### src/rtl/fpc_pkg.sv
package fpc_pkg;

    localparam int NUM_PLANES = 6;
    localparam int FRAC_SHIFT = 14;
    localparam int MARGIN_W   = 15;
    localparam int CFG_IDX_W  = 3;
    localparam int CFG_DATA_W = 64;

    localparam logic [CFG_IDX_W-1:0] REG_BOX_MARGIN = 3'd6;

    typedef enum logic [1:0] {
        FUNC_POINT    = 2'd0,
        FUNC_SPHERE   = 2'd1,
        FUNC_TRIANGLE = 2'd2,
        FUNC_BOX      = 2'd3
    } t_func;

    typedef struct packed {
        logic signed [15:0] d;
        logic signed [15:0] nz;
        logic signed [15:0] ny;
        logic signed [15:0] nx;
    } t_plane;

endpackage

### src/rtl/fpc_cfg.sv
module fpc_cfg (
    input  logic                                i_clk,
    input  logic                                i_rst_n,
    input  logic                                i_cfg_valid,
    input  logic [fpc_pkg::CFG_IDX_W-1:0]       i_cfg_index,
    input  logic [fpc_pkg::CFG_DATA_W-1:0]      i_cfg_data,
    output fpc_pkg::t_plane                     o_planes [fpc_pkg::NUM_PLANES],
    output logic [fpc_pkg::MARGIN_W-1:0]        o_margin
);
    import fpc_pkg::*;

    t_plane               r_planes [NUM_PLANES];
    logic [MARGIN_W-1:0]  r_margin;

    always_ff @(posedge i_clk) begin
        if (!i_rst_n) begin
            for (int k = 0; k < NUM_PLANES; k++) begin
                r_planes[k] <= '0;
            end
            r_margin <= '0;
        end else if (i_cfg_valid) begin
            for (int k = 0; k < NUM_PLANES; k++) begin
                if (i_cfg_index == CFG_IDX_W'(k)) begin
                    r_planes[k] <= t_plane'(i_cfg_data);
                end
            end
            if (i_cfg_index == REG_BOX_MARGIN) begin
                r_margin <= i_cfg_data[MARGIN_W-1:0];
            end
        end
    end

    assign o_planes = r_planes;
    assign o_margin = r_margin;

endmodule

### config.mk
export PLATFORM = sky130hd
export DESIGN_NAME = fpc_cfg
export DESIGN_NICKNAME = d
export VERILOG_FILES = /design/src/rtl/fpc_pkg.sv /design/src/rtl/fpc_cfg.sv
export SDC_FILE = /design/constraint.sdc
export NUM_CORES = 1
export LEC_CHECK = 0
export BUFFER_PORTS_ARGS = -buffer_cell sky130_fd_sc_hd__buf_4
export CAP_MARGIN = 10
export CORE_MARGIN = 8
export CORE_UTILIZATION = 29
export DETAILED_ROUTE_END_ITERATION = 10
export RECOVER_POWER = 100
export SKIP_LAST_GASP = 1
export SYNTH_ARGS = -nofsm -noshare
export SYNTH_HDL_FRONTEND = slang
export SYNTH_SLANG_ARGS = --single-unit
### constraint.sdc
create_clock -name i_clk -period 1.4 [get_ports i_clk]
set_input_delay 0.28 -clock i_clk [delete_from_list [all_inputs] [get_ports i_clk]]
set_output_delay 0.28 -clock i_clk [all_outputs]
set_load 0.02 [all_outputs]
==> qor.txt <==
Status: complete, no violations
Min-delay src: i_cfg_data[45]
Area growth from synthesis to layout: 38.0%
Worst R2R Path Depth: 2
Root buf cell: clkbuf_16
Skew final: 0 ps
Number of global-route vias before repair: 12000
Total global-route track usage: 16.3%
Max_cap viols: 0
Async SR Flop Fraction: 0%
Max incr delay on CP: 350 ps
Worst path buffer plus inverter count: 1
Setup Buffers After CTS: 0
Area leader, netlist: dfxtp_1
CTS Buf Count: 44
First-pass GRT wire length: 73300 µm
Global route total overflow: 0
FF+latch area: 0.00803 mm²
CP Max Fanout: 2
RSZ-0062 raised after global routing: true
DR DRC count: 0
Initial antenna violation count: 0
Area taken by multi-input logic gates: 0.00587 mm²
CP Class: flop to output port
# hold bufs at CTS: 0
Count leader, synth: nand2_1
Share of layout cells above drive strength 1: 34.6%
Cell Pwr Density: 1280 mW/mm²
Stages on the worst setup path: 1
PortBufs: 468
Total core area: 0.0499 mm²
Die ar.: 0.0576 mm²
Actual slew at the worst max-slew pin: 879 ps
CTS tree: built
Post-Syn Area per Cell: 10.7 µm²
GP Congestion: 0.792
Final nets: 1942
Finish-stage setup viols: 0
Startpoint Class: flop
CTS sink cnt: 399
Via count: 11500
Flops & latches, synth: 399
Ant diodes: 0
WHS Path Cells: 3
Period utilization: 96.9%
Via density: 4.46
Sequential element share of the synthesized area: 54.8%
ANT nets after route: 0
Top cells by area, synth: dfxtp_1, mux2i_1, nand2_1
Clock Tree Buf Depth: 3
Hold WS: 129 ps
# fillers: 5043
Syn nets: 1433
Post-synthesis cell count: 1363
Row count: 82
Top cell type's share of synthesized area: 54.8%
Top cells by count, synth: nand2_1, dfxtp_1, mux2i_1, clkbuf_1, buf_6
Initial Util: 29.2%
Post-Route WL: 49500 µm
Slew Viols, Final: 0
WL/cell: 19.2 µm
Relative slew slack: 41.4%
Leak pwr: 10.7 nW
Final instance area: 0.0201 mm²
Peak VDD IR: 676 µV
Worst-path clk slew: 60 ps
Slowest CP cell: dfxtp_1
Worst Hold Class: input pin to flop
IO Count: 469
Dpl hpwl: 35800 µm
Crit path max-delay family: flip-flops
EDFF count, synth: 0
Largest net degree at the start of global routing: 43
Worst setup EP type: output port
Htree depth: 2
Dpl cell area: 0.0192 mm²
Tmin final: 1360 ps
WP data arrival: 1080 ps
Worst path cell trace: buf_2
Yosys warning count: 0
Worst-skew pair later-pin latency: 540 ps
Hold Vio Cnt, Final: 0
Data required, critical path: 1120 ps
Initial DRC Count: 410
Synth unique cells: 12
Total iterations of the first detailed-routing run: 4
Chip width: 240 µm
Crit. Startpoint: o_planes[110]$_SDFFE_PN0P_
Syn Std Cell Area: 0.0146 mm²
Ys flop type: dfxtp_1
Die H: 240 µm
Highest Clock Rate: 737 MHz
R2r startpoint: o_planes[350]$_SDFFE_PN0P_
## power by group
group	internal [mW]	total, mW	switching (mW)
clock	7.42	12.0	4.58
sequential	11.6	11.8	0.146
combinational	0.770	2.01	1.24
## placed cells by master, fill, tap and decap left out, drive strengths merged
cell type	count
nor4b	1
nand4bb	3
mux2i	399
dfxtp	399
bufinv	5
buf	443
clkinv	4
clkbuf	182
nand2	463
nand4b	3
## routing by layer
layer  routed length (µm)  vias up  global-route usage, %
met5                    0        -                      0
met4                 1390        0                   5.17
met3                 3940       84                   5.67
met2                24200      343                   28.3
met1                20000     5530                   18.6
li1                     -     5517                      -
## repair_timing
item | CTS | global route
hold endpoints to repair | 0 | 0
setup endpoints to repair | 11 | 30
resized for setup | 13 | 32
## state kept, by name, summed over array words and instances, names as in the netlist
register,flops
o_planes,384
o_margin,15
## stage by stage
step                      TNS [ps]  cells  worst slack [ps]  utilization, %  power [mW]
after floorplan                  0   1363               255               -        13.1
after global placement        -341   2498             -23.5            38.4        14.1
after detailed placement     -1540   2498             -61.9            38.4        14.1
after CTS                        0   2574              3.52            41.5        26.2
after global routing         -14.9   2574             -4.99            40.3        26.7
final                            0   2574              43.0            40.3        25.8
## final timing paths
kind	end	slack (ps)
worst max-delay path	o_planes[110]	40
worst min-delay path	o_planes[301]$_SDFFE_PN0P_	130
worst min register to register	o_planes[198]$_SDFFE_PN0P_	450
worst max register to register	o_planes[350]$_SDFFE_PN0P_	740
## cell families after synthesis
group                  Yosys count  share of synthesized area (%)
multiplexers                   399                           27.4
AND/OR/NAND/NOR                470                           12.6
buffers and inverters           95                           5.18
flip-flops                     399                           54.8
## cell type report
type                       count  area share (%)
multi-input combinational    869            29.2
clock buffer                  67            6.61
timing repair buffer         558            19.2
tap                          672            4.18
sequential                   399            39.9
clock inverter                 9           0.865
(Power assumes the default switching activity.)
